==> config.mk <==
export PLATFORM = sky130hd
export DESIGN_NAME = ptb_front_flat
export DESIGN_NICKNAME = d
export VERILOG_FILES = /design/src/rtl/ptb_pkg.sv /design/src/rtl/ptb_in_if.sv /design/src/rtl/ptb_front.sv /design/src/flat_wrapper.sv
export SDC_FILE = /design/constraint.sdc
export NUM_CORES = 2
export LEC_CHECK = 0
export BUFFER_PORTS_ARGS = -buffer_cell sky130_fd_sc_hd__buf_2
export CORE_ASPECT_RATIO = 1.75
export CORE_MARGIN = 3
export CORE_UTILIZATION = 35
export DETAILED_ROUTE_END_ITERATION = 10
export MAX_ROUTING_LAYER = met4
export PLACE_DENSITY = 0.58
export SYNTH_ARGS = -nofsm -noshare
export SYNTH_HDL_FRONTEND = slang
export SYNTH_SLANG_ARGS = --single-unit
export TNS_END_PERCENT = 100
==> constraint.sdc <==
create_clock -name clk -period 12.2 [get_ports clk]
set_clock_uncertainty 0.2 [all_clocks]
set_input_delay 0.61 -clock clk [delete_from_list [all_inputs] [get_ports clk]]
set_output_delay 0.61 -clock clk [all_outputs]
set_load 0.01 [all_outputs]
==> src/rtl/ptb_pkg.sv <==
// ----------------------------------------------------------------------------
// ptb_pkg
// shared constants, command and result types, state encodings of the timer bank
// ----------------------------------------------------------------------------
package ptb_pkg;

  // bank geometry
  localparam int NUM_TIMERS  = 16;
  localparam int SLICE_MS    = 10;
  localparam int MAX_RESULTS = 16;
  localparam int TIDX_W      = (NUM_TIMERS > 1) ? $clog2(NUM_TIMERS) : 1;
  localparam int RES_IDX_W   = 4;
  localparam int RC_W        = $clog2(MAX_RESULTS + 1);

  // ms to slice: multiply by ceil(2^(32+SLICE_SHIFT) / SLICE_MS), keep the top
  // bits; exact for every 32-bit input since the rounding error stays below
  // 2^SLICE_SHIFT
  localparam int          SLICE_SHIFT = $clog2(SLICE_MS);
  localparam logic [32:0] SLICE_RECIP =
    33'(((64'd1 << (32 + SLICE_SHIFT)) + 64'(SLICE_MS - 1)) / 64'(SLICE_MS));

  // queues
  localparam int CMDQ_DEPTH = 2;
  localparam int CQ_AW      = (CMDQ_DEPTH > 1) ? $clog2(CMDQ_DEPTH) : 1;
  localparam int CQ_CW      = $clog2(CMDQ_DEPTH + 1);
  localparam int RESQ_DEPTH = 2 * MAX_RESULTS;
  localparam int RQ_AW      = (RESQ_DEPTH > 1) ? $clog2(RESQ_DEPTH) : 1;
  localparam int RQ_CW      = $clog2(RESQ_DEPTH + 1);

  // item kinds on the input channel
  localparam logic [1:0] KIND_TICK  = 2'd0;
  localparam logic [1:0] KIND_DELAY = 2'd1;
  localparam logic [1:0] KIND_LOAD  = 2'd2;

  typedef enum logic [1:0] {
    OP_NOP,
    OP_TICK,
    OP_DELAY,
    OP_LOAD
  } op_t;

  // classified command, front to back
  // a: tick slice / now slice / first firing slice
  // b: delay slice (never zero) / loaded period
  typedef struct packed {
    op_t               op;
    logic [TIDX_W-1:0] idx;
    logic [31:0]       a;
    logic [31:0]       b;
    logic              restart;
    logic              first_en;
    logic              act;
  } cmd_t;

  // one timer entry in the timer memory
  typedef struct packed {
    logic [31:0] period;
    logic [31:0] last;
    logic [31:0] saved;
  } entry_t;

  localparam int ENTRY_W = $bits(entry_t);

  typedef struct packed {
    logic                 fired;
    logic [RES_IDX_W-1:0] idx;
    logic                 last;
  } result_t;

  localparam result_t RES_NOFIRE = '{fired: 1'b0, idx: '0, last: 1'b1};

  typedef enum logic [1:0] {
    F_IDLE,
    F_DIV,
    F_PUSH
  } front_state_t;

  typedef enum logic [1:0] {
    B_IDLE,
    B_DELAY,
    B_WALK,
    B_DONE
  } back_state_t;

endpackage

==> src/rtl/ptb_in_if.sv <==
// ----------------------------------------------------------------------------
// ptb_in_if
// input item channel of the timer bank: valid, ready and the item fields
// ----------------------------------------------------------------------------
interface ptb_in_if;
  logic        valid;
  logic        ready;
  logic [1:0]  kind;
  logic [31:0] now_ms;
  logic [3:0]  timer_index;
  logic [31:0] fire_delay_ms;
  logic        restart_from_now;
  logic [31:0] period_slices;
  logic [31:0] first_at_slice;
  logic        first_enable;
  logic        active;

  modport source (
    output valid, kind, now_ms, timer_index, fire_delay_ms, restart_from_now,
           period_slices, first_at_slice, first_enable, active,
    input  ready
  );

  modport sink (
    input  valid, kind, now_ms, timer_index, fire_delay_ms, restart_from_now,
           period_slices, first_at_slice, first_enable, active,
    output ready
  );
endinterface

==> src/rtl/ptb_front.sv <==
// ----------------------------------------------------------------------------
// ptb_front
// accepts items, turns milliseconds into slices and classifies each item
// ----------------------------------------------------------------------------
module ptb_front (
  input  logic          clk,
  input  logic          rst,
  ptb_in_if.sink        items,
  output ptb_pkg::cmd_t cmd,
  output logic          cmd_valid,
  input  logic          cmd_ready
);
  import ptb_pkg::*;

  // ms to slice by reciprocal multiply
  function automatic logic [31:0] to_slice(input logic [31:0] ms);
    logic [64:0] prod;
    prod = {33'd0, ms} * {32'd0, SLICE_RECIP};
    return 32'(prod >> (32 + SLICE_SHIFT));
  endfunction

  front_state_t      state, state_next;
  op_t               op_q;
  logic [TIDX_W-1:0] idx_q;
  logic              restart_q;
  logic              fe_q;
  logic              act_q;
  logic [31:0]       x0, x1;
  logic [31:0]       prev_slice;
  logic              accept;
  logic              idx_ok;
  op_t               op_new;

  assign items.ready = (state == F_IDLE);
  assign accept      = items.valid && items.ready;
  assign idx_ok      = ({28'd0, items.timer_index} < 32'(NUM_TIMERS));

  always_comb begin
    unique case (items.kind)
      KIND_TICK:  op_new = OP_TICK;
      KIND_DELAY: op_new = idx_ok ? OP_DELAY : OP_NOP;
      KIND_LOAD:  op_new = idx_ok ? OP_LOAD : OP_NOP;
      default:    op_new = OP_NOP;
    endcase
  end

  always_comb begin
    state_next = state;
    cmd_valid  = 1'b0;
    unique case (state)
      F_IDLE: begin
        if (accept) begin
          if (op_new == OP_TICK || op_new == OP_DELAY) begin
            state_next = F_DIV;
          end else begin
            state_next = F_PUSH;
          end
        end
      end
      F_DIV: begin
        state_next = F_PUSH;
      end
      F_PUSH: begin
        cmd_valid = 1'b1;
        if (cmd_ready) begin
          state_next = F_IDLE;
        end
      end
      default: state_next = F_IDLE;
    endcase
  end

  // a tick in the slice of the previous tick does nothing; zero delay means one slice
  always_comb begin
    cmd          = '0;
    cmd.op       = op_q;
    cmd.idx      = idx_q;
    cmd.a        = x0;
    cmd.b        = x1;
    cmd.restart  = restart_q;
    cmd.first_en = fe_q;
    cmd.act      = act_q;
    if (op_q == OP_TICK && x0 == prev_slice) begin
      cmd.op = OP_NOP;
    end
    if (op_q == OP_DELAY && x1 == '0) begin
      cmd.b = 32'd1;
    end
  end

  always_ff @(posedge clk) begin
    if (rst) begin
      state      <= F_IDLE;
      prev_slice <= '0;
    end else begin
      state <= state_next;
      if (cmd_valid && cmd_ready && cmd.op == OP_TICK) begin
        prev_slice <= x0;
      end
    end
  end

  always_ff @(posedge clk) begin
    if (accept) begin
      op_q      <= op_new;
      idx_q     <= TIDX_W'(items.timer_index);
      restart_q <= items.restart_from_now;
      fe_q      <= items.first_enable;
      act_q     <= items.active;
      if (items.kind == KIND_LOAD) begin
        x0 <= items.first_enable ? items.first_at_slice : '0;
        x1 <= items.period_slices;
      end else begin
        x0 <= items.now_ms;
        x1 <= items.fire_delay_ms;
      end
    end else if (state == F_DIV) begin
      x0 <= to_slice(x0);
      x1 <= to_slice(x1);
    end
  end

endmodule

==> src/flat_wrapper.sv <==
// flat-port wrapper written by rule: the top's interface ports become plain ports
module ptb_front_flat import ptb_pkg::*;
  (clk, rst, cmd, cmd_valid, cmd_ready, items_valid, items_kind, items_now_ms, items_timer_index, items_fire_delay_ms, items_restart_from_now, items_period_slices, items_first_at_slice, items_first_enable, items_active, items_ready);
  ptb_in_if items_i ();
  input  logic clk;
  input  logic rst;
  output ptb_pkg::cmd_t cmd;
  output logic cmd_valid;
  input  logic cmd_ready;
  input wire logic [$bits(items_i.valid)-1:0] items_valid;
  input wire logic [$bits(items_i.kind)-1:0] items_kind;
  input wire logic [$bits(items_i.now_ms)-1:0] items_now_ms;
  input wire logic [$bits(items_i.timer_index)-1:0] items_timer_index;
  input wire logic [$bits(items_i.fire_delay_ms)-1:0] items_fire_delay_ms;
  input wire logic [$bits(items_i.restart_from_now)-1:0] items_restart_from_now;
  input wire logic [$bits(items_i.period_slices)-1:0] items_period_slices;
  input wire logic [$bits(items_i.first_at_slice)-1:0] items_first_at_slice;
  input wire logic [$bits(items_i.first_enable)-1:0] items_first_enable;
  input wire logic [$bits(items_i.active)-1:0] items_active;
  output wire logic [$bits(items_i.ready)-1:0] items_ready;
  assign items_i.valid = items_valid;
  assign items_i.kind = items_kind;
  assign items_i.now_ms = items_now_ms;
  assign items_i.timer_index = items_timer_index;
  assign items_i.fire_delay_ms = items_fire_delay_ms;
  assign items_i.restart_from_now = items_restart_from_now;
  assign items_i.period_slices = items_period_slices;
  assign items_i.first_at_slice = items_first_at_slice;
  assign items_i.first_enable = items_first_enable;
  assign items_i.active = items_active;
  assign items_ready = items_i.ready;
  ptb_front u_core (.clk(clk), .rst(rst), .items(items_i), .cmd(cmd), .cmd_valid(cmd_valid), .cmd_ready(cmd_ready));
endmodule
==> reports/metrics.csv <==
stage,metric,value,unit
detailed_routing,wl_per_cell,25.1,um
clock_network,clkTransAtPathRegs,110,ps
detailed_routing,wl_met1,46300,um
clock_network,clockBufferDepth,2,
setup_path,critical_path_class,reg -> reg,
hold_path,hold_path_class,in -> reg,
synth,synth.avg_cell_area,10.1,sq um
final_layout,drive_gt1_share,6.85,%
detailed_routing,drt_iter0_markers,1310,
clock_network,clkLatencyLatePin,410,ps
grt,grt_pass1_wl,200000,um
synth,ys_seq_area_share,7.47,%
detailed_routing,routed_wl,136000,um
die,dieArea,114000,sq um
setup_path,cp.arrival,9330,ps
timing,tightest_slew,1170,ps
synth,yosysWarnings,0,
setup_path,cpMostUsedCell,fa_1,
timing,finalCritPeriodShare,76.9,%
job,drv_cap,0,
clock_network,clkSinkCount,107,
clock_network,numCtsBuffers,9,
die,io_pins,216,
detailed_routing,vias,27600,
die,rows,160,
detailed_routing,wl_met2,70600,um
setup_path,cp_max_fo,7,
final_layout,finalNetCount,5591,
setup_path,path_buf_inv,6,
final_layout,final_common_cell,inv_1,
clock_network,cts-resized-gates,0,
detailed_routing,vias_per_cell,5.08,
synth,ys_ff_latch,107,
synth,netlist_area,38500,sq um
setup_path,critical_path_depth,26,
die,core_area,109000,sq um
grt,grt_pass1_vias,31500,
placed_design,portBuffers,215,
placed_design,dp_hpwl,123000,um
timing,period_needed,9390,ps
synth,synth_async_sr_flop_share,0,%
die,fp.dieW,257,um
grt,overflow,0,
detailed_routing,route.top_layer_used,met4,
setup_path,reg2reg_depth,26,
timing,hold_viol_final,0,
clock_network,cts_max_level,3,
setup_path,slowest_stage,edfxtp_1,
status,outcome,"complete, no violations",
timing,setup_tns,0,ps
setup_path,cp_data_required_time,12140,ps
hold_path,worstHoldPathCells,1,
setup_path,start_kind,flip-flop,
timing,setup_viol,0,
synth,synthesis.nets,5420,
setup_path,cpPeakStageDelay,760,ps
detailed_routing,route.met3.wl,5660,um
detailed_routing,route.detailed.drc,0,
final_layout,synthToLayoutAreaGrowth,7.95,%
timing,fmax,107,MHz
setup_path,critical-path-top-delay-family,adder cells,
timing,slew_headroom,22.1,%
timing,slew_viol_final,0,
timing,rsz0062_at_grt,no,
clock_network,cts_root_buf,clkbuf_16,
synth,syn_inst,3796,
clock_network,cts_setup_buffers,0,
setup_path,cp-end-kind,flip-flop,
clock_network,cts_hold_buf,0,
grt,grt_max_degree,65,
detailed_routing,firstDrtPassIters,5,
die,start_util,35.3,%
synth,ys.flop_type,edfxtp_1,
synth,synth_edf_count,73,
detailed_routing,postRouteAntennaNets,0,
placed_design,gp_congestion,1.03,
synth,synthDistinctLibCells,77,
die,die_h,445,um
clock_network,tritoncts,built,
final_layout,final_cell_mix,"inv_1 (1101), fa_1 (773), ha_1 (709), buf_2 (215), a21oi_1 (161)",
grt,grt_antenna_before_repair,2,
grt,grtUsageTotal,24.9,%
==> kinds of logic (layout without fill, tap and decap cells) <==
group           after synthesis  after routing  share of synthesized area (%)
other cells                   0              2                              0
simple gates                356            356                           4.64
flops                       107            107                           7.47
fa+ha+maj                  1483           1483                           63.3
mux                          51             51                           1.34
xor+xnor                    187            187                           4.26
compound gates              439            439                           7.44
buf+inv                    1173           1349                           11.5
==> per-layer routing <==
| metal | global-route usage, % | vias up |
|---|---|---|
| met3 | 2.61 | 471 |
| met4 | 19.0 | 0 |
| met2 | 44.6 | 1064 |
| met1 | 24.7 | 13900 |
| met5 | - | - |
| li1 | - | 12200 |
==> cells in the mapped netlist (all sizes together) (61+ instances only) <==
cell | number | area share (%)
fa | 773 | 40
o21ai | 66 | 0.87
a21oi | 162 | 2.1
inv | 1102 | 11
ha | 710 | 23
xnor2 | 70 | 1.6
nand2 | 84 | 0.82
edfxtp | 73 | 5.7
nor2 | 90 | 0.88
clkbuf | 61 | 0.60
a21o | 81 | 1.6
xor2 | 117 | 2.7
==> cell type report <==
cell class,instances,area (sq um)
clock buffers,9,225
flip-flops and latches,107,2870
fillers,11100,67400
well taps,1458,1820
multi-input cells,2516,31200
repair buffers,231,1200
diodes,2,5.00
inverters,1102,4140
clock inverters,7,81.3
==> registers in the layout (all words and copies together) (netlist names) <==
register and count:
u_core.restart_q 1, u_core.act_q 1, u_core.fe_q 1, u_core.idx_q 4, u_core.x1 32, u_core.prev_slice 32
u_core.op_q 2, u_core.state 2, u_core.x0 32
==> through the flow <==
step / worst slack (ps) / area (sq um) / utilization (%) / std cells / hold slack, ps
4_1_cts: 2910 / 41500 / 38.1 / 5430 / 161
3_3_place_gp: 2930 / 41200 / 37.8 / 5414 / 287
6_report: 2810 / 41500 / 38.1 / 5432 / 181
2_1_floorplan: 4900 / 38500 / - / 3796 / 274
5_1_grt: 2530 / 41500 / 38.1 / 5431 / 164
3_5_place_dp: 2990 / 41200 / 37.8 / 5414 / 301
==> path summary, 6_finish.rpt <==
check / endpoint / startpoint / slack (ps)
hold reg to reg: u_core.prev_slice[29] / u_core.prev_slice[29] / 320
setup reg to reg: u_core.x1[20] / u_core.x1[18] / 2810
setup / recovery: u_core.x1[20] / u_core.x1[18] / 2810
hold / removal: u_core.idx_q[2] / items_timer_index[2] / 180
Power is not shown: default switching activity piles up to over one toggle a cycle in this logic, so the estimate is an artifact.
