### config.mk
export PLATFORM = sky130hd
export DESIGN_NAME = ptb_cmdq
export DESIGN_NICKNAME = d
export VERILOG_FILES = /design/src/rtl/ptb_pkg.sv /design/src/rtl/ptb_cmdq.sv
export SDC_FILE = /design/constraint.sdc
export NUM_CORES = 1
export LEC_CHECK = 0
export ABC_AREA = 0
export BUFFER_PORTS_ARGS = -buffer_cell sky130_fd_sc_hd__buf_2
export CORE_ASPECT_RATIO = 0.75
export CORE_MARGIN = 5
export CORE_UTILIZATION = 46
export CTS_BUF_LIST = sky130_fd_sc_hd__clkbuf_16
export DETAILED_ROUTE_END_ITERATION = 12
export GPL_ROUTABILITY_DRIVEN = 1
export GPL_TIMING_DRIVEN = 0
export PLACE_DENSITY = 0.72
export SYNTH_ARGS = -nofsm -noshare
export SYNTH_HDL_FRONTEND = slang
export SYNTH_SLANG_ARGS = --single-unit
### constraint.sdc
create_clock -name clk -period 7.2 [get_ports clk]
set_input_delay 0.36 -clock clk [delete_from_list [all_inputs] [get_ports clk]]
set_output_delay 0.36 -clock clk [all_outputs]
set_load 0.02 [all_outputs]
### src/rtl/ptb_pkg.sv
// ----------------------------------------------------------------------------
// ptb_pkg
// shared constants, command and result types, state encodings of the timer bank
// ----------------------------------------------------------------------------
package ptb_pkg;

  // bank geometry
  localparam int NUM_TIMERS  = 16;
  localparam int SLICE_MS    = 10;
  localparam int MAX_RESULTS = 16;
  localparam int TIDX_W      = (NUM_TIMERS > 1) ? $clog2(NUM_TIMERS) : 1;
  localparam int RES_IDX_W   = 4;
  localparam int RC_W        = $clog2(MAX_RESULTS + 1);

  // ms to slice: multiply by ceil(2^(32+SLICE_SHIFT) / SLICE_MS), keep the top
  // bits; exact for every 32-bit input since the rounding error stays below
  // 2^SLICE_SHIFT
  localparam int          SLICE_SHIFT = $clog2(SLICE_MS);
  localparam logic [32:0] SLICE_RECIP =
    33'(((64'd1 << (32 + SLICE_SHIFT)) + 64'(SLICE_MS - 1)) / 64'(SLICE_MS));

  // queues
  localparam int CMDQ_DEPTH = 2;
  localparam int CQ_AW      = (CMDQ_DEPTH > 1) ? $clog2(CMDQ_DEPTH) : 1;
  localparam int CQ_CW      = $clog2(CMDQ_DEPTH + 1);
  localparam int RESQ_DEPTH = 2 * MAX_RESULTS;
  localparam int RQ_AW      = (RESQ_DEPTH > 1) ? $clog2(RESQ_DEPTH) : 1;
  localparam int RQ_CW      = $clog2(RESQ_DEPTH + 1);

  // item kinds on the input channel
  localparam logic [1:0] KIND_TICK  = 2'd0;
  localparam logic [1:0] KIND_DELAY = 2'd1;
  localparam logic [1:0] KIND_LOAD  = 2'd2;

  typedef enum logic [1:0] {
    OP_NOP,
    OP_TICK,
    OP_DELAY,
    OP_LOAD
  } op_t;

  // classified command, front to back
  // a: tick slice / now slice / first firing slice
  // b: delay slice (never zero) / loaded period
  typedef struct packed {
    op_t               op;
    logic [TIDX_W-1:0] idx;
    logic [31:0]       a;
    logic [31:0]       b;
    logic              restart;
    logic              first_en;
    logic              act;
  } cmd_t;

  // one timer entry in the timer memory
  typedef struct packed {
    logic [31:0] period;
    logic [31:0] last;
    logic [31:0] saved;
  } entry_t;

  localparam int ENTRY_W = $bits(entry_t);

  typedef struct packed {
    logic                 fired;
    logic [RES_IDX_W-1:0] idx;
    logic                 last;
  } result_t;

  localparam result_t RES_NOFIRE = '{fired: 1'b0, idx: '0, last: 1'b1};

  typedef enum logic [1:0] {
    F_IDLE,
    F_DIV,
    F_PUSH
  } front_state_t;

  typedef enum logic [1:0] {
    B_IDLE,
    B_DELAY,
    B_WALK,
    B_DONE
  } back_state_t;

endpackage

### src/rtl/ptb_cmdq.sv
// ----------------------------------------------------------------------------
// ptb_cmdq
// short command queue between the front and the back of the timer bank
// ----------------------------------------------------------------------------
module ptb_cmdq (
  input  logic          clk,
  input  logic          rst,
  input  ptb_pkg::cmd_t push_data,
  input  logic          push_valid,
  output logic          push_ready,
  output ptb_pkg::cmd_t pop_data,
  output logic          pop_valid,
  input  logic          pop_ready
);
  import ptb_pkg::*;

  cmd_t             q [CMDQ_DEPTH];
  logic [CQ_AW-1:0] wr_ptr, rd_ptr;
  logic [CQ_CW-1:0] cnt;
  logic             push, pop;

  assign push_ready = (cnt != CQ_CW'(CMDQ_DEPTH));
  assign pop_valid  = (cnt != '0);
  assign pop_data   = q[rd_ptr];
  assign push       = push_valid && push_ready;
  assign pop        = pop_valid && pop_ready;

  always_ff @(posedge clk) begin
    if (push) begin
      q[wr_ptr] <= push_data;
    end
  end

  always_ff @(posedge clk) begin
    if (rst) begin
      wr_ptr <= '0;
      rd_ptr <= '0;
      cnt    <= '0;
    end else begin
      if (push) begin
        wr_ptr <= (wr_ptr == CQ_AW'(CMDQ_DEPTH - 1)) ? '0 : wr_ptr + 1'b1;
      end
      if (pop) begin
        rd_ptr <= (rd_ptr == CQ_AW'(CMDQ_DEPTH - 1)) ? '0 : rd_ptr + 1'b1;
      end
      if (push && !pop) begin
        cnt <= cnt + 1'b1;
      end else if (pop && !push) begin
        cnt <= cnt - 1'b1;
      end
    end
  end

endmodule

==> results of run 1 <==
cells in the mapped netlist:
library cell	number	area, µm²
a21oi_1	2	10.0
buf_2	1	5.00
nand3b_1	1	7.51
nor2_1	3	11.3
inv_1	1	3.75
and2_1	1	6.26
buf_4	7	52.6
ha_1	1	12.5
a21bo_2	1	10.0
nand2b_1	1	6.26
mux2_2	73	822
edfxtp_1	146	4380
and3_1	1	6.26
o21ai_0	2	10.0
or3_1	1	6.26
or2_2	1	6.26
dfxtp_1	5	100
xor2_1	3	26.3
final cells by class:
cell class	count	area, µm²
well taps	162	203
repair buffers	153	796
plain buffers	8	57.6
clock inverters	15	154
flip-flops and latches	151	4480
fillers	924	4580
clock buffers	17	425
inverters	1	6.26
multi-input cells	91	946
kinds of logic after synthesis:
group	Yosys count
flops	151
mux	73
buf+inv	9
simple gates	9
compound gates	5
xor+xnor	3
fa+ha+maj	1
metrics by stage:
stage / hold slack (ns) / setup WS (ns) / area [µm²] / cells
floorplan: 0.429 / 4.28 / 5490 / 251
global placement: 0.489 / 3.51 / 6440 / 564
detailed placement: 0.505 / 5.34 / 6490 / 566
CTS: 0.123 / 5.04 / 7070 / 598
global route: 0.111 / 5.01 / 7070 / 598
finish: 0.140 / 5.10 / 7070 / 598
cells in the final DEF, fill, tap and decap left out, types with 2 or more instances in the layout:
| master | synthesis | routed |
|---|---|---|
| a21oi_1 | 2 | 2 |
| buf_12 | 0 | 2 |
| buf_2 | 1 | 152 |
| buf_4 | 7 | 7 |
| bufinv_16 | 0 | 2 |
| clkbuf_16 | 0 | 17 |
| clkinv_4 | 0 | 2 |
| clkinvlp_4 | 0 | 5 |
| dfxtp_1 | 5 | 5 |
| edfxtp_1 | 146 | 146 |
| inv_6 | 0 | 3 |
| mux2_2 | 73 | 73 |
| nor2_1 | 3 | 3 |
| o21ai_0 | 2 | 2 |
| xor2_1 | 3 | 3 |
routing by layer:
metal  wire length (µm)  part of all wire, %  GRT usage, %  up-vias
met1               4430                   43          18.0     1421
met4                 34                 0.33          4.53        2
met3                882                  8.6          6.82        6
li1                   -                    -             -     1338
met5                 13                 0.13             0        -
met2               4950                   48          23.2      105
path summary, 6_finish.rpt:
path                       end  slack, ns  depth (start not counted)           from
setup / recovery  pop_data[20]       5.10                          4      flip-flop
hold / removal        q[0][25]       0.14                          1  push_data[25]
setup reg to reg       q[1][2]       5.37                          3         cnt[0]
hold reg to reg         cnt[1]       0.51                          2         cnt[1]
power by group:
group,internal [mW],leakage [nW],total [mW],switching (mW)
combinational,0.281,0.977,0.695,0.413
sequential,1.10,1.40,1.12,0.0271
clock,0.511,0.271,0.856,0.345
total,1.89,2.65,2.67,0.785
state kept, by name, indices dropped and copies added (netlist names), named ones only:
register / cells
q: 146
cnt: 2
rd_ptr: 1
wr_ptr: 1
==> impl_metrics.csv, run 1 <==
group,metric,value,unit
sta,slew_viol_final,0,
drt,first_pass_iters,6,
sta,setup_tns,0,ns
clock_tree,cts_num_sinks,151,
clock_tree,clock_path_buffers,2,
finish,fin_util,60.7,%
drt,routed-via-count,2872,
global_routing,overflow,0,
yosys,synth.mux.area_fraction,15.0,%
clock_tree,clk_latency,0.40,ns
global_routing,first_global_vias,3183,
yosys,ys_seq_area_share,81.7,%
die,fp.dieH,105,µm
yosys,synth.cell_area,5490,µm²
placed_design,dp_hpwl,6910,µm
run_status,status,"completed",
critical_path,cp_data_required_time,6.84,ns
sta,relSlewSlack,63.8,%
drt,wire_per_inst,17.2,µm
clock_tree,clk_pin_slew,0.06,ns
sta,setup_viol,0,
finish,diodes,0,
min_path,hold_class,"in2reg",
clock_tree,hold_buffers,0,
sta,fmax,475,MHz
critical_path,setup.worst_path.end_class,"output port",
power_and_ir_drop,power_density,378,nW/µm²
clock_tree,cts-root-buf,"clkbuf_16",
sta,worstMarginPinSlew,0.543,ns
yosys,yosys.area_share.simple,0.912,%
finish,final_nets,501,
critical_path,worst-path-buf-inv,3,
clock_tree,h-tree-depth,4,
die,rows,34,
power_and_ir_drop,leakage,2.65,nW
finish,area_delta_synth_final,28.9,%
placed_design,gp_congestion,0.705,
sta,skew,0.00849,ns
clock_tree,cts_buffers,17,
placed_design,io_buffer_count,151,
clock_tree,cts_tree,"done",
yosys,synth_top_family_by_area,"multiplexers",
clock_tree,cts_setup_buffers,0,
yosys,synth_fp_nets,329,
yosys,synth.distinct_cells,18,
yosys,syn_avg_cell_area,21.9,µm²
power_and_ir_drop,vdd_drop_max,0.190,mV
yosys,ys_ff_latch,151,
drt,drt_first_iter_violations,118,
yosys,yosysWarnings,0,
finish,drive_gt1_share,61.5,%
sta,hold_violations,0,
die,core_area,11700,µm²
yosys,synthCells,251,
power_and_ir_drop,total_power,2.67,mW
global_routing,grt_usage,14.6,%
job,drv_cap,0,
drt,routed_wl,10300,µm
die,start_util,47.1,%
critical_path,path_cells,"buf_2, buf_4, mux2_2, buf_2",
global_routing,grt_pass1_wl,15900,µm
drt,viasPerCell,4.80,
critical_path,path_delay_family,"buffers and inverters",
critical_path,critPathKind,"reg2out",
drt,drtAntennaViolNets,0,
drt,drc_errors,0,
clock_tree,cts_resized,0,
critical_path,crit_fanout,10,
sta,fin_crit,2.10,ns
sta,rsz0062_at_grt,"false",
yosys,synth_compound_area_share,0.547,%
die,die-area,14200,µm²
critical_path,cp_data_arrival_time,1.74,ns
critical_path,path_common_cell,"buf_2",
die,pin_count,152,
yosys,synth_fa_ha_area_share,0.228,%
global_routing,grt_max_degree,39,
yosys,synth_xor_area_share,0.479,%
die,die_w,136,µm
global_routing,antenna_found_initial,1,
critical_path,cp-start-kind,"flip-flop",
critical_path,cp_slowest_cell,"mux2_2",
sta,fin_crit_sh,29.2,%
critical_path,slowest_delay,0.36,ns
Power figures use the tool's default switching activity.
==> inputs of run 2 (changes only) <==
--- a/config.mk
+++ b/config.mk
@@ -14,7 +14,7 @@
 export DETAILED_ROUTE_END_ITERATION = 12
 export GPL_ROUTABILITY_DRIVEN = 1
 export GPL_TIMING_DRIVEN = 0
-export PLACE_DENSITY = 0.72
+export PLACE_DENSITY = 0.74
 export SYNTH_ARGS = -nofsm -noshare
 export SYNTH_HDL_FRONTEND = slang
 export SYNTH_SLANG_ARGS = --single-unit
==> constraint.sdc (replaced) <==
create_clock -name clk -period 1.8 [get_ports clk]
set_input_delay 0.09 -clock clk [delete_from_list [all_inputs] [get_ports clk]]
set_output_delay 0.09 -clock clk [all_outputs]
set_load 0.02 [all_outputs]
==> run 2 against run 1 <==
  * Sequential power increased to 4.0 times the previous value
  * Largest cell class unchanged
  * Critical path type unchanged
  * Routed wire length increased by 13%
  * Critical path depth unchanged
  * Core utilization grew 7.0 points
  * Combinational power increased to 4.3 times the previous value
  * Hold slack lost 0.0091 ns
==> impl_metrics.csv, run 2 (synthesis gave the netlist of run 1 again) <==
group,metric,value,unit
clock_tree,clk_latency,0.41,ns
finish,multiInputGateArea,953,µm²
sta,fin_crit_sh,96.4,%
global_routing,grt_max_degree,40,
finish,diodes,0,
finish,top_regs,"q x146, cnt x2",
critical_path,cp_data_required_time,1.71,ns
critical_path,crit_fanout,10,
clock_tree,cts_tree,"done",
sta,holdWs,0.131,ns
drt,drtAntennaViolNets,0,
min_path,hold_class,"in2reg",
clock_tree,cts_num_sinks,151,
die,fp.dieH,105,µm
critical_path,cp_data_arrival_time,1.65,ns
run_status,status,"completed",
power_and_ir_drop,vdd_drop_max,0.868,mV
sta,fin_crit,1.74,ns
critical_path,r2r_cells,3,
die,core_area,11700,µm²
power_and_ir_drop,power_density,1410,nW/µm²
drt,wire_per_inst,17.2,µm
finish,final_nets,578,
finish,largest_reg_flops,146,
critical_path,setup.worst_path.end_class,"output port",
finish,fill_cells,824,
critical_path,cp-start-kind,"flip-flop",
sta,worstMarginPinSlew,0.518,ns
drt,first_pass_iters,4,
finish,seq_area,4490,µm²
drt,viasPerCell,4.73,
clock_tree,cts_buffers,17,
placed_design,io_buffer_count,151,
power_and_ir_drop,leakage,3.00,nW
sta,hold_violations,0,
job,drv_cap,0,
die,start_util,47.1,%
clock_tree,h-tree-depth,4,
sta,skew,0.0107,ns
die,die-area,14200,µm²
die,rows,34,
finish,drive_gt1_share,52.6,%
global_routing,antenna_found_initial,0,
clock_tree,clock_path_buffers,2,
sta,setup_viol,0,
placed_design,dp_hpwl,6830,µm
finish,final_cell_mix,"buf_2, edfxtp_1, dlygate4sd3_1, mux2_2, clkbuf_16",
sta,relSlewSlack,65.4,%
sta,rsz0062_at_grt,"true",
placed_design,place_ws,-0.348,ns
critical_path,r2r-start,"cnt[0]",
min_path,min_path_cells,4,
finish,final_common_cell,"buf_2",
drt,routed-via-count,3192,
global_routing,grt_pass1_wl,17900,µm
drt,routed_wl,11600,µm
global_routing,grt_usage,16.6,%
drt,drc_errors,0,
die,die_w,136,µm
sta,postLayoutSetupSlackWorst,0.0646,ns
clock_tree,clk_pin_slew,0.06,ns
die,pin_count,152,
critical_path,critPathKind,"reg2out",
placed_design,gp_congestion,0.717,
finish,top_register,"q",
drt,drt_first_iter_violations,110,
clock_tree,cts-root-buf,"clkbuf_16",
global_routing,overflow,0,
min_path,hp-start,"pop_ready",
finish,area_delta_synth_final,43.7,%
sta,fmax,576,MHz
global_routing,first_global_vias,3568,
sta,slew_viol_final,0,
[run 2: changes by cell type in the layout (fill, tap and decap cells not counted), moves of 2 or more]
cell,change
inv_1,+2
dlygate4sd3_1,+75
buf_4,+2
bufinv_16,+2
[run 2: final cells by class]
cell class | count | area share (%)
Clock buffer | 17 | 5.40
Timing Repair Buffer | 229 | 19.7
Tap cell | 162 | 2.57
Timing Repair inverter | 1 | 0.0952
Inverter | 1 | 0.0952
Multi-Input combinational cell | 91 | 12.1
Buffer | 8 | 0.762
Clock inverter | 15 | 2.37
Sequential cell | 151 | 56.9
[run 2: worst paths after layout]
kind / end / slack, ns
hold reg to reg: rd_ptr / 0.52
setup reg to reg: q[1][15] / 0.09
hold / removal: rd_ptr / 0.13
setup / recovery: pop_data[43] / 0.06
[run 2: timing repair]
| action | 4_1_cts | 5_1_grt |
|---|---|---|
| hold buffers | 75 | 0 |
| resized for setup | 2 | 0 |
| setup buffers | 1 | 0 |
| cloned | 1 | 0 |
| endpoints found under the setup margin | 143 | 21 |
| hold endpoints to repair | 151 | 0 |
| pin swaps | 0 | 1 |
[run 2: critical path: stages (launching register included)]
cell     delay [ns]
dfxtp_1        0.30
buf_4          0.19
buf_4          0.22
mux2_2         0.36
buf_2          0.16
[run 2: where the power goes]
group	switching [mW]	leakage, nW	internal [mW]	total [mW]
sequential	0.124	1.40	4.39	4.52
clock	1.32	0.305	2.30	3.62
combinational	1.71	1.29	1.26	2.97
[run 2: through the flow]
stage | util, % | total power, mW | std cells | setup TNS, ns | cell area, µm²
final | 67.6 | 11.1 | 675 | 0 | 7880
after global routing | 67.6 | 11.6 | 675 | -0.0924 | 7880
after CTS | 67.6 | 11.2 | 675 | 0 | 7880
after floorplan | - | 6.48 | 251 | -32.66 | 5500
after global placement | 55.4 | 7.32 | 564 | -105.73 | 6460
after detailed placement | 55.8 | 7.40 | 566 | -17.21 | 6500
[run 2: routing by layer]
metal	track usage [%]	part of all wire, %	routed length, µm	up-vias
li1	-	-	-	1497
met1	18.1	38	4420	1548
met2	29.1	52	6010	132
met3	6.82	8.8	1020	15
met4	5.76	1.4	159	0
met5	0	0	0	-
