`src/rtl/ptb_pkg.sv`:
```
// ----------------------------------------------------------------------------
// ptb_pkg
// shared constants, command and result types, state encodings of the timer bank
// ----------------------------------------------------------------------------
package ptb_pkg;

  // bank geometry
  localparam int NUM_TIMERS  = 16;
  localparam int SLICE_MS    = 10;
  localparam int MAX_RESULTS = 16;
  localparam int TIDX_W      = (NUM_TIMERS > 1) ? $clog2(NUM_TIMERS) : 1;
  localparam int RES_IDX_W   = 4;
  localparam int RC_W        = $clog2(MAX_RESULTS + 1);

  // ms to slice: multiply by ceil(2^(32+SLICE_SHIFT) / SLICE_MS), keep the top
  // bits; exact for every 32-bit input since the rounding error stays below
  // 2^SLICE_SHIFT
  localparam int          SLICE_SHIFT = $clog2(SLICE_MS);
  localparam logic [32:0] SLICE_RECIP =
    33'(((64'd1 << (32 + SLICE_SHIFT)) + 64'(SLICE_MS - 1)) / 64'(SLICE_MS));

  // queues
  localparam int CMDQ_DEPTH = 2;
  localparam int CQ_AW      = (CMDQ_DEPTH > 1) ? $clog2(CMDQ_DEPTH) : 1;
  localparam int CQ_CW      = $clog2(CMDQ_DEPTH + 1);
  localparam int RESQ_DEPTH = 2 * MAX_RESULTS;
  localparam int RQ_AW      = (RESQ_DEPTH > 1) ? $clog2(RESQ_DEPTH) : 1;
  localparam int RQ_CW      = $clog2(RESQ_DEPTH + 1);

  // item kinds on the input channel
  localparam logic [1:0] KIND_TICK  = 2'd0;
  localparam logic [1:0] KIND_DELAY = 2'd1;
  localparam logic [1:0] KIND_LOAD  = 2'd2;

  typedef enum logic [1:0] {
    OP_NOP,
    OP_TICK,
    OP_DELAY,
    OP_LOAD
  } op_t;

  // classified command, front to back
  // a: tick slice / now slice / first firing slice
  // b: delay slice (never zero) / loaded period
  typedef struct packed {
    op_t               op;
    logic [TIDX_W-1:0] idx;
    logic [31:0]       a;
    logic [31:0]       b;
    logic              restart;
    logic              first_en;
    logic              act;
  } cmd_t;

  // one timer entry in the timer memory
  typedef struct packed {
    logic [31:0] period;
    logic [31:0] last;
    logic [31:0] saved;
  } entry_t;

  localparam int ENTRY_W = $bits(entry_t);

  typedef struct packed {
    logic                 fired;
    logic [RES_IDX_W-1:0] idx;
    logic                 last;
  } result_t;

  localparam result_t RES_NOFIRE = '{fired: 1'b0, idx: '0, last: 1'b1};

  typedef enum logic [1:0] {
    F_IDLE,
    F_DIV,
    F_PUSH
  } front_state_t;

  typedef enum logic [1:0] {
    B_IDLE,
    B_DELAY,
    B_WALK,
    B_DONE
  } back_state_t;

endpackage

```
`src/rtl/ptb_out_if.sv`:
```
// ----------------------------------------------------------------------------
// ptb_out_if
// result channel of the timer bank: valid, ready and the result fields
// ----------------------------------------------------------------------------
interface ptb_out_if;
  logic       valid;
  logic       ready;
  logic       fired;
  logic [3:0] fired_index;
  logic       last_of_run;

  modport source (
    output valid, fired, fired_index, last_of_run,
    input  ready
  );

  modport sink (
    input  valid, fired, fired_index, last_of_run,
    output ready
  );
endinterface

```
`src/rtl/ptb_ram.sv`:
```
// ----------------------------------------------------------------------------
// ptb_ram
// generic single-write, single-read memory with registered read data
// ----------------------------------------------------------------------------
module ptb_ram #(
  parameter int WIDTH = 8,
  parameter int DEPTH = 16,
  localparam int AW   = (DEPTH > 1) ? $clog2(DEPTH) : 1
) (
  input  logic             clk,
  input  logic             we,
  input  logic [AW-1:0]    waddr,
  input  logic [WIDTH-1:0] wdata,
  input  logic [AW-1:0]    raddr,
  output logic [WIDTH-1:0] rdata
);

  logic [WIDTH-1:0] mem [DEPTH];

  always_ff @(posedge clk) begin
    if (we) begin
      mem[waddr] <= wdata;
    end
    rdata <= mem[raddr];
  end

endmodule

```
`src/rtl/ptb_back.sv`:
```
// ----------------------------------------------------------------------------
// ptb_back
// executes commands on the timer memory, walks the timers on a tick and
// queues the results
// ----------------------------------------------------------------------------
module ptb_back (
  input  logic          clk,
  input  logic          rst,
  input  ptb_pkg::cmd_t cmd,
  input  logic          cmd_valid,
  output logic          cmd_ready,
  ptb_out_if.source     results
);
  import ptb_pkg::*;

  back_state_t       state, state_next;
  cmd_t              cur;
  logic [TIDX_W-1:0] walk_idx, walk_idx_next;
  logic              hold_vld, hold_vld_next;
  logic [TIDX_W-1:0] hold_idx, hold_idx_next;
  logic [RC_W-1:0]   rep_cnt, rep_cnt_next;

  logic [NUM_TIMERS-1:0] ent_valid;
  logic [NUM_TIMERS-1:0] active_r;
  logic [NUM_TIMERS-1:0] fpend_r;
  logic                  rd_ok;

  logic               ram_we;
  logic [TIDX_W-1:0]  ram_waddr, ram_raddr;
  entry_t             ram_wdata;
  logic [ENTRY_W-1:0] ram_rdata;
  entry_t             ev;

  logic              load_wr;
  logic              fp_clr;
  logic [31:0]       ref_slice, limit;
  logic              fire;
  logic              space_ok;

  result_t          rq [RESQ_DEPTH];
  logic [RQ_AW-1:0] rq_wr, rq_rd;
  logic [RQ_CW-1:0] rq_cnt;
  logic             rq_push, rq_pop;
  result_t          rq_din;

  ptb_ram #(.WIDTH(ENTRY_W), .DEPTH(NUM_TIMERS)) u_ram (
    .clk   (clk),
    .we    (ram_we),
    .waddr (ram_waddr),
    .wdata (ram_wdata),
    .raddr (ram_raddr),
    .rdata (ram_rdata)
  );

  // never-written entries read as zero
  assign ev = rd_ok ? entry_t'(ram_rdata) : '0;

  // first shot measures from slice zero to the stored absolute slice
  assign ref_slice = fpend_r[walk_idx] ? 32'd0 : ev.last;
  assign limit     = fpend_r[walk_idx] ? ev.last : ev.period;
  assign fire      = active_r[walk_idx] && ((cur.a - ref_slice) >= limit);
  assign space_ok  = (rq_cnt <= RQ_CW'(RESQ_DEPTH - MAX_RESULTS));

  always_comb begin
    state_next    = state;
    cmd_ready     = 1'b0;
    walk_idx_next = walk_idx;
    hold_vld_next = hold_vld;
    hold_idx_next = hold_idx;
    rep_cnt_next  = rep_cnt;
    ram_we        = 1'b0;
    ram_waddr     = walk_idx;
    ram_wdata     = '0;
    ram_raddr     = walk_idx;
    load_wr       = 1'b0;
    fp_clr        = 1'b0;
    rq_push       = 1'b0;
    rq_din        = RES_NOFIRE;
    unique case (state)
      B_IDLE: begin
        if (cmd_valid && space_ok) begin
          cmd_ready = 1'b1;
          unique case (cmd.op)
            OP_TICK: begin
              ram_raddr     = '0;
              walk_idx_next = '0;
              hold_vld_next = 1'b0;
              rep_cnt_next  = '0;
              state_next    = B_WALK;
            end
            OP_DELAY: begin
              ram_raddr  = cmd.idx;
              state_next = B_DELAY;
            end
            OP_LOAD: begin
              ram_we           = 1'b1;
              ram_waddr        = cmd.idx;
              ram_wdata.period = cmd.b;
              ram_wdata.last   = cmd.a;
              ram_wdata.saved  = '0;
              load_wr          = 1'b1;
              rq_push          = 1'b1;
            end
            default: begin
              rq_push = 1'b1;
            end
          endcase
        end
      end
      B_DELAY: begin
        ram_we           = 1'b1;
        ram_waddr        = cur.idx;
        ram_wdata.saved  = (ev.saved == '0) ? ev.period : ev.saved;
        ram_wdata.period = cur.b;
        ram_wdata.last   = cur.restart ? cur.a : ev.last;
        rq_push          = 1'b1;
        state_next       = B_IDLE;
      end
      B_WALK: begin
        if (fire) begin
          ram_we           = 1'b1;
          ram_waddr        = walk_idx;
          ram_wdata.period = (ev.saved != '0) ? ev.saved : ev.period;
          ram_wdata.last   = cur.a;
          ram_wdata.saved  = '0;
          fp_clr           = 1'b1;
          // the newest firing is held back until it is known whether it is the last
          if (rep_cnt < RC_W'(MAX_RESULTS)) begin
            if (hold_vld) begin
              rq_push    = 1'b1;
              rq_din     = '{fired: 1'b1, idx: RES_IDX_W'(hold_idx), last: 1'b0};
            end
            hold_vld_next = 1'b1;
            hold_idx_next = walk_idx;
            rep_cnt_next  = rep_cnt + 1'b1;
          end
        end
        if (walk_idx == TIDX_W'(NUM_TIMERS - 1)) begin
          state_next = B_DONE;
        end else begin
          walk_idx_next = walk_idx + 1'b1;
          ram_raddr     = walk_idx + 1'b1;
        end
      end
      B_DONE: begin
        rq_push = 1'b1;
        if (hold_vld) begin
          rq_din = '{fired: 1'b1, idx: RES_IDX_W'(hold_idx), last: 1'b1};
        end
        state_next = B_IDLE;
      end
      default: state_next = B_IDLE;
    endcase
  end

  always_ff @(posedge clk) begin
    if (rst) begin
      state     <= B_IDLE;
      walk_idx  <= '0;
      hold_vld  <= 1'b0;
      rep_cnt   <= '0;
      ent_valid <= '0;
      active_r  <= '0;
      fpend_r   <= '0;
      rd_ok     <= 1'b0;
    end else begin
      state    <= state_next;
      walk_idx <= walk_idx_next;
      hold_vld <= hold_vld_next;
      rep_cnt  <= rep_cnt_next;
      rd_ok    <= ent_valid[ram_raddr];
      if (ram_we) begin
        ent_valid[ram_waddr] <= 1'b1;
      end
      if (load_wr) begin
        active_r[cmd.idx] <= cmd.act;
        fpend_r[cmd.idx]  <= cmd.first_en;
      end
      if (fp_clr) begin
        fpend_r[walk_idx] <= 1'b0;
      end
    end
  end

  always_ff @(posedge clk) begin
    if (cmd_ready) begin
      cur <= cmd;
    end
    hold_idx <= hold_idx_next;
  end

  // result queue
  assign rq_pop              = results.valid && results.ready;
  assign results.valid       = (rq_cnt != '0);
  assign results.fired       = rq[rq_rd].fired;
  assign results.fired_index = rq[rq_rd].idx;
  assign results.last_of_run = rq[rq_rd].last;

  always_ff @(posedge clk) begin
    if (rq_push) begin
      rq[rq_wr] <= rq_din;
    end
  end

  always_ff @(posedge clk) begin
    if (rst) begin
      rq_wr  <= '0;
      rq_rd  <= '0;
      rq_cnt <= '0;
    end else begin
      if (rq_push) begin
        rq_wr <= (rq_wr == RQ_AW'(RESQ_DEPTH - 1)) ? '0 : rq_wr + 1'b1;
      end
      if (rq_pop) begin
        rq_rd <= (rq_rd == RQ_AW'(RESQ_DEPTH - 1)) ? '0 : rq_rd + 1'b1;
      end
      if (rq_push && !rq_pop) begin
        rq_cnt <= rq_cnt + 1'b1;
      end else if (rq_pop && !rq_push) begin
        rq_cnt <= rq_cnt - 1'b1;
      end
    end
  end

endmodule

```
`src/flat_wrapper.sv`:
```
// flat-port wrapper written by rule: the top's interface ports become plain ports
module ptb_back_flat import ptb_pkg::*;
  (clk, rst, cmd, cmd_valid, cmd_ready, results_valid, results_fired, results_fired_index, results_last_of_run, results_ready);
  ptb_out_if results_i ();
  input  logic clk;
  input  logic rst;
  input  ptb_pkg::cmd_t cmd;
  input  logic cmd_valid;
  output logic cmd_ready;
  output wire logic [$bits(results_i.valid)-1:0] results_valid;
  output wire logic [$bits(results_i.fired)-1:0] results_fired;
  output wire logic [$bits(results_i.fired_index)-1:0] results_fired_index;
  output wire logic [$bits(results_i.last_of_run)-1:0] results_last_of_run;
  input wire logic [$bits(results_i.ready)-1:0] results_ready;
  assign results_valid = results_i.valid;
  assign results_fired = results_i.fired;
  assign results_fired_index = results_i.fired_index;
  assign results_last_of_run = results_i.last_of_run;
  assign results_i.ready = results_ready;
  ptb_back u_core (.clk(clk), .rst(rst), .cmd(cmd), .cmd_valid(cmd_valid), .cmd_ready(cmd_ready), .results(results_i));
endmodule
```
`config.mk`:
```
export PLATFORM = sky130hd
export DESIGN_NAME = ptb_back_flat
export DESIGN_NICKNAME = d
export VERILOG_FILES = /design/src/rtl/ptb_pkg.sv /design/src/rtl/ptb_out_if.sv /design/src/rtl/ptb_ram.sv /design/src/rtl/ptb_back.sv /design/src/flat_wrapper.sv
export SDC_FILE = /design/constraint.sdc
export NUM_CORES = 2
export LEC_CHECK = 0
export ABC_AREA = 1
export BUFFER_PORTS_ARGS = -buffer_cell sky130_fd_sc_hd__buf_4
export CAP_MARGIN = 10
export CELL_PAD_IN_SITES_DETAIL_PLACEMENT = 0
export CELL_PAD_IN_SITES_GLOBAL_PLACEMENT = 1
export CORE_UTILIZATION = 53
export CTS_BUF_LIST = sky130_fd_sc_hd__clkbuf_8
export CTS_CLUSTER_DIAMETER = 50
export CTS_CLUSTER_SIZE = 8
export DETAILED_ROUTE_END_ITERATION = 8
export GPL_ROUTABILITY_DRIVEN = 0
export GPL_TIMING_DRIVEN = 0
export PLACE_DENSITY = 0.9
export SYNTH_ARGS = -nofsm -noshare
export SYNTH_HDL_FRONTEND = slang
export SYNTH_SLANG_ARGS = --single-unit
```
`constraint.sdc`:
```
create_clock -name clk -period 9.8 [get_ports clk]
set_input_delay 1.47 -clock clk [delete_from_list [all_inputs] [get_ports clk]]
set_output_delay 1.47 -clock clk [all_outputs]
set_load 0.02 [all_outputs]
```
==> impl_metrics.py <==
metrics = {
    "clock_tree": {
        "clock_latency_ns": 1.07,
        "cts.sinks": 1979,
        "cts_tree": "yes",
        "h-tree-depth": 5,
        "cts_made_buffers": 303,
        "cts-resized-gates": 0,
        "cts.reportedPaths.clkPinSlew_ns": 0.06,
        "cts_setup_buffers": 0,
        "root_buffer": "clkbuf_8",
        "cts_buffer_depth": 4,
        "hold_buffers": 0,
    },
    "synthesis": {
        "synth-seq-area-share_pct": 68.57,
        "syn-cell-area_mm2": 0.08407,
        "synth.top_cell.area_share_pct": 64.33,
        "synth_area_leader_cell": "edfxtp_1",
        "synthArstFlopShare_pct": 0,
        "yosys.cell_count.top_type": "nand3_1",
        "synth_ff_type": "edfxtp_1",
        "synth-seq-cells": 1979,
        "synth-edff-count": 1801,
        "synth_common_cells": "nand3_1, edfxtp_1, nand2_1, buf_2, nor2_1",
        "netlist_instances": 7471,
        "syn-num-nets": 7634,
        "synth.distinct_cells": 51,
        "avgSynthCellArea_um2": 11.25,
        "yosysWarnings": 0,
        "ys_top_cells_by_area": "edfxtp_1, nand3_1, nand2_1",
    },
    "cells_and_area": {
        "drive_gt1_share_pct": 10.83,
        "fin_util_pct": 59.38,
        "layout.nets": 8071,
        "area_growth_pct": 10.84,
        "num-fill-cells": 12446,
    },
    "critical_path": {
        "crit_slowest_cell": "inv_4",
        "worstPathMaxFanout": 50,
        "rrSetupSlack_ns": 1.18,
        "worstPathArrival_ns": 9.28,
        "r2r_start": "u_core.walk_idx[1]",
        "endpoint_kind": "flip-flop",
        "slowest_delay_ns": 0.58,
        "crit_path_frequent_cell": "nand2_1",
        "worstSetupPathType": "flip-flop to flip-flop",
        "cp-start-kind": "flip-flop",
        "rr_worst_depth": 33,
        "crit_start": "u_core.walk_idx[1]",
        "crit_path_end": "u_core.u_ram.mem[4][46]",
        "crit_required_ns": 10.46,
        "r2r-end": "u_core.u_ram.mem[4][46]",
    },
    "detailed_routing": {
        "wirelength_mm": 260.9,
        "vias": 63419,
        "dr.pass1.iters": 6,
        "ant_nets": 0,
        "drtIter0Drc": 9892,
        "drc": 0,
        "avgViaCountPerCell": 6.251,
        "routedWlPerCell_um": 25.72,
    },
    "global_route": {
        "grtUsageMet1_pct": 44.99,
        "grt_usage_pct": 31.94,
        "top_usage_layer": "met2",
        "grt_start_max_net_pins": 57,
        "grt_pass1_wl_mm": 379.9,
        "overflow": 0,
        "grt_antenna_before_repair": 26,
        "grt_pass1_vias": 59114,
        "grtUsageMet3_pct": 8.232,
        "grt.met2_usage_pct": 47.66,
    },
    "floorplan": {
        "die_area_mm2": 0.1602,
        "die_h_um": 400.3,
        "io_pins": 85,
        "chipWidth_um": 400.3,
        "core_area_mm2": 0.1569,
        "initial_core_util_pct": 53.57,
        "rows": 145,
    },
    "sta": {
        "hold_viol_final": 0,
        "rsz0062_at_grt": "false",
        "relSlewSlack_pct": 11.17,
        "fin_crit_sh_pct": 88.00,
        "max_freq_mhz": 116.0,
        "worst_slew_pin_slew_ns": 1.333,
        "tns_ns": 0,
        "hold_slack_ns": 0.4524,
        "layout_min_cycle_time_ns": 8.624,
        "clock_skew_ns": 0.1044,
        "slew_viol_final": 0,
        "setup_viol": 0,
    },
    "placement": {
        "portBuffers": 83,
        "hpwl_mm": 178.7,
    },
    "outcome": {
        "status": "completed",
    },
    "pwr": {
        "powerDensity_mw_per_mm2": 286.4,
        "p_leak_nw": 34.66,
        "vdd_drop_max_uv": 182.7,
    },
    "job": {
        "cap_violations": 0,
    },
    "hold_path": {
        "hp-class": "flip-flop to flip-flop",
    },
}
[metal layers]
metal | vias up | share of wire [%] | wire length (um)
li1 | 27761 | - | -
met1 | 30580 | 38 | 98240
met2 | 4443 | 44 | 116000
met3 | 623 | 14 | 36420
met4 | 12 | 3.9 | 10160
met5 | - | 0.036 | 93
[worst max-delay path: cells and delay by family, from the launching register on]
family	cells	cell delay, ns
AND/OR/NAND/NOR	18	3.29
buffers and inverters	7	2.41
XOR/XNOR	1	0.17
flip-flops	1	0.45
AO/OA/AOI/OAI	5	1.04
adder cells (fa/ha/maj)	2	0.74
[where the power goes]
part / internal [mW] / switching, mW / total [mW]
clock network: 2.97 / 3.09 / 6.06
registers: 9.83 / 0.257 / 10.1
logic: 2.95 / 7.59 / 10.5
[how the worst min path moves through the flow]
stage	startpoint	end	depth (start not counted)
floorplan	u_core.walk_idx[3]	u_core.hold_idx[3]	0
global placement	u_core.walk_idx[3]	u_core.hold_idx[3]	0
detailed placement	u_core.walk_idx[3]	u_core.hold_idx[3]	0
CTS	u_core.ent_valid[4]	u_core.ent_valid[4]	2
global route	u_core.ent_valid[4]	u_core.ent_valid[4]	2
finish	u_core.ent_valid[4]	u_core.ent_valid[4]	2
[cells in the final DEF, fill, tap and decap left out, drive strengths merged, types with 3 or more instances in the layout]
cell,n
a21boi,4
a21o,11
a21oi,163
a31oi,15
a32oi,5
and2,96
buf,506
clkbuf,462
clkinv,11
clkinvlp,5
dfxtp,178
diode,33
edfxtp,1801
ha,84
inv,351
nand2,1345
nand3,2264
nand3b,16
nand4,17
nor2,311
nor3,11
o211ai,22
o21a,3
o21ai,258
o21bai,8
o221ai,35
o22ai,20
xnor2,8
xor2,29
[kinds of logic (layout without fill, tap and decap cells)]
kind of cell,count (synthesis),count (layout),share of synthesized area [%]
other cells,0,33,0
simple gates,4065,4065,22.03
flops,1979,1979,68.57
xor+xnor,37,37,0.3855
buf+inv,754,1337,4.018
fa+ha+maj,86,86,1.298
compound gates,550,550,3.703
[registers in the layout (all words and copies together) (netlist names), 2 cells and up, named ones only]
name	count
u_core.cur	69
u_core.rep_cnt	5
u_core.ent_valid	16
u_core.active_r	16
u_core.hold_idx	4
u_core.u_ram.mem	1536
u_core.state	2
u_core.rq_wr	5
u_core.fpend_r	16
u_core.rq	192
u_core.walk_idx	4
u_core.rq_rd	5
u_core.rq_cnt	6
u_core.u_ram.rdata	96
[metrics by stage]
step / worst slack, ns / power [mW] / std cells / cell area (um2)
after detailed placement: 1.325 / 20.41 / 9648 / 88050
final: 1.176 / 26.69 / 10145 / 93180
after global routing: 0.8348 / 27.80 / 10117 / 93110
after floorplan: 2.703 / 16.51 / 7471 / 84070
after CTS: 1.301 / 26.36 / 10099 / 92990
after global placement: -0.8540 / 20.22 / 9612 / 87270
[area by class of cell]
type / count / area, um2 / share of cell area [%]
Tap cell: 2058 / 2575 / 2.763
Timing Repair Buffer: 132 / 1415 / 1.519
Inverter: 233 / 919.6 / 0.9869
Sequential cell: 1979 / 57650 / 61.86
Multi-Input combinational cell: 4738 / 23110 / 24.80
Clock inverter: 136 / 600.6 / 0.6445
Buffer: 521 / 2505 / 2.688
Clock buffer: 315 / 4335 / 4.653
Antenna cell: 33 / 82.58 / 0.08862
(Power assumes the default switching activity.)
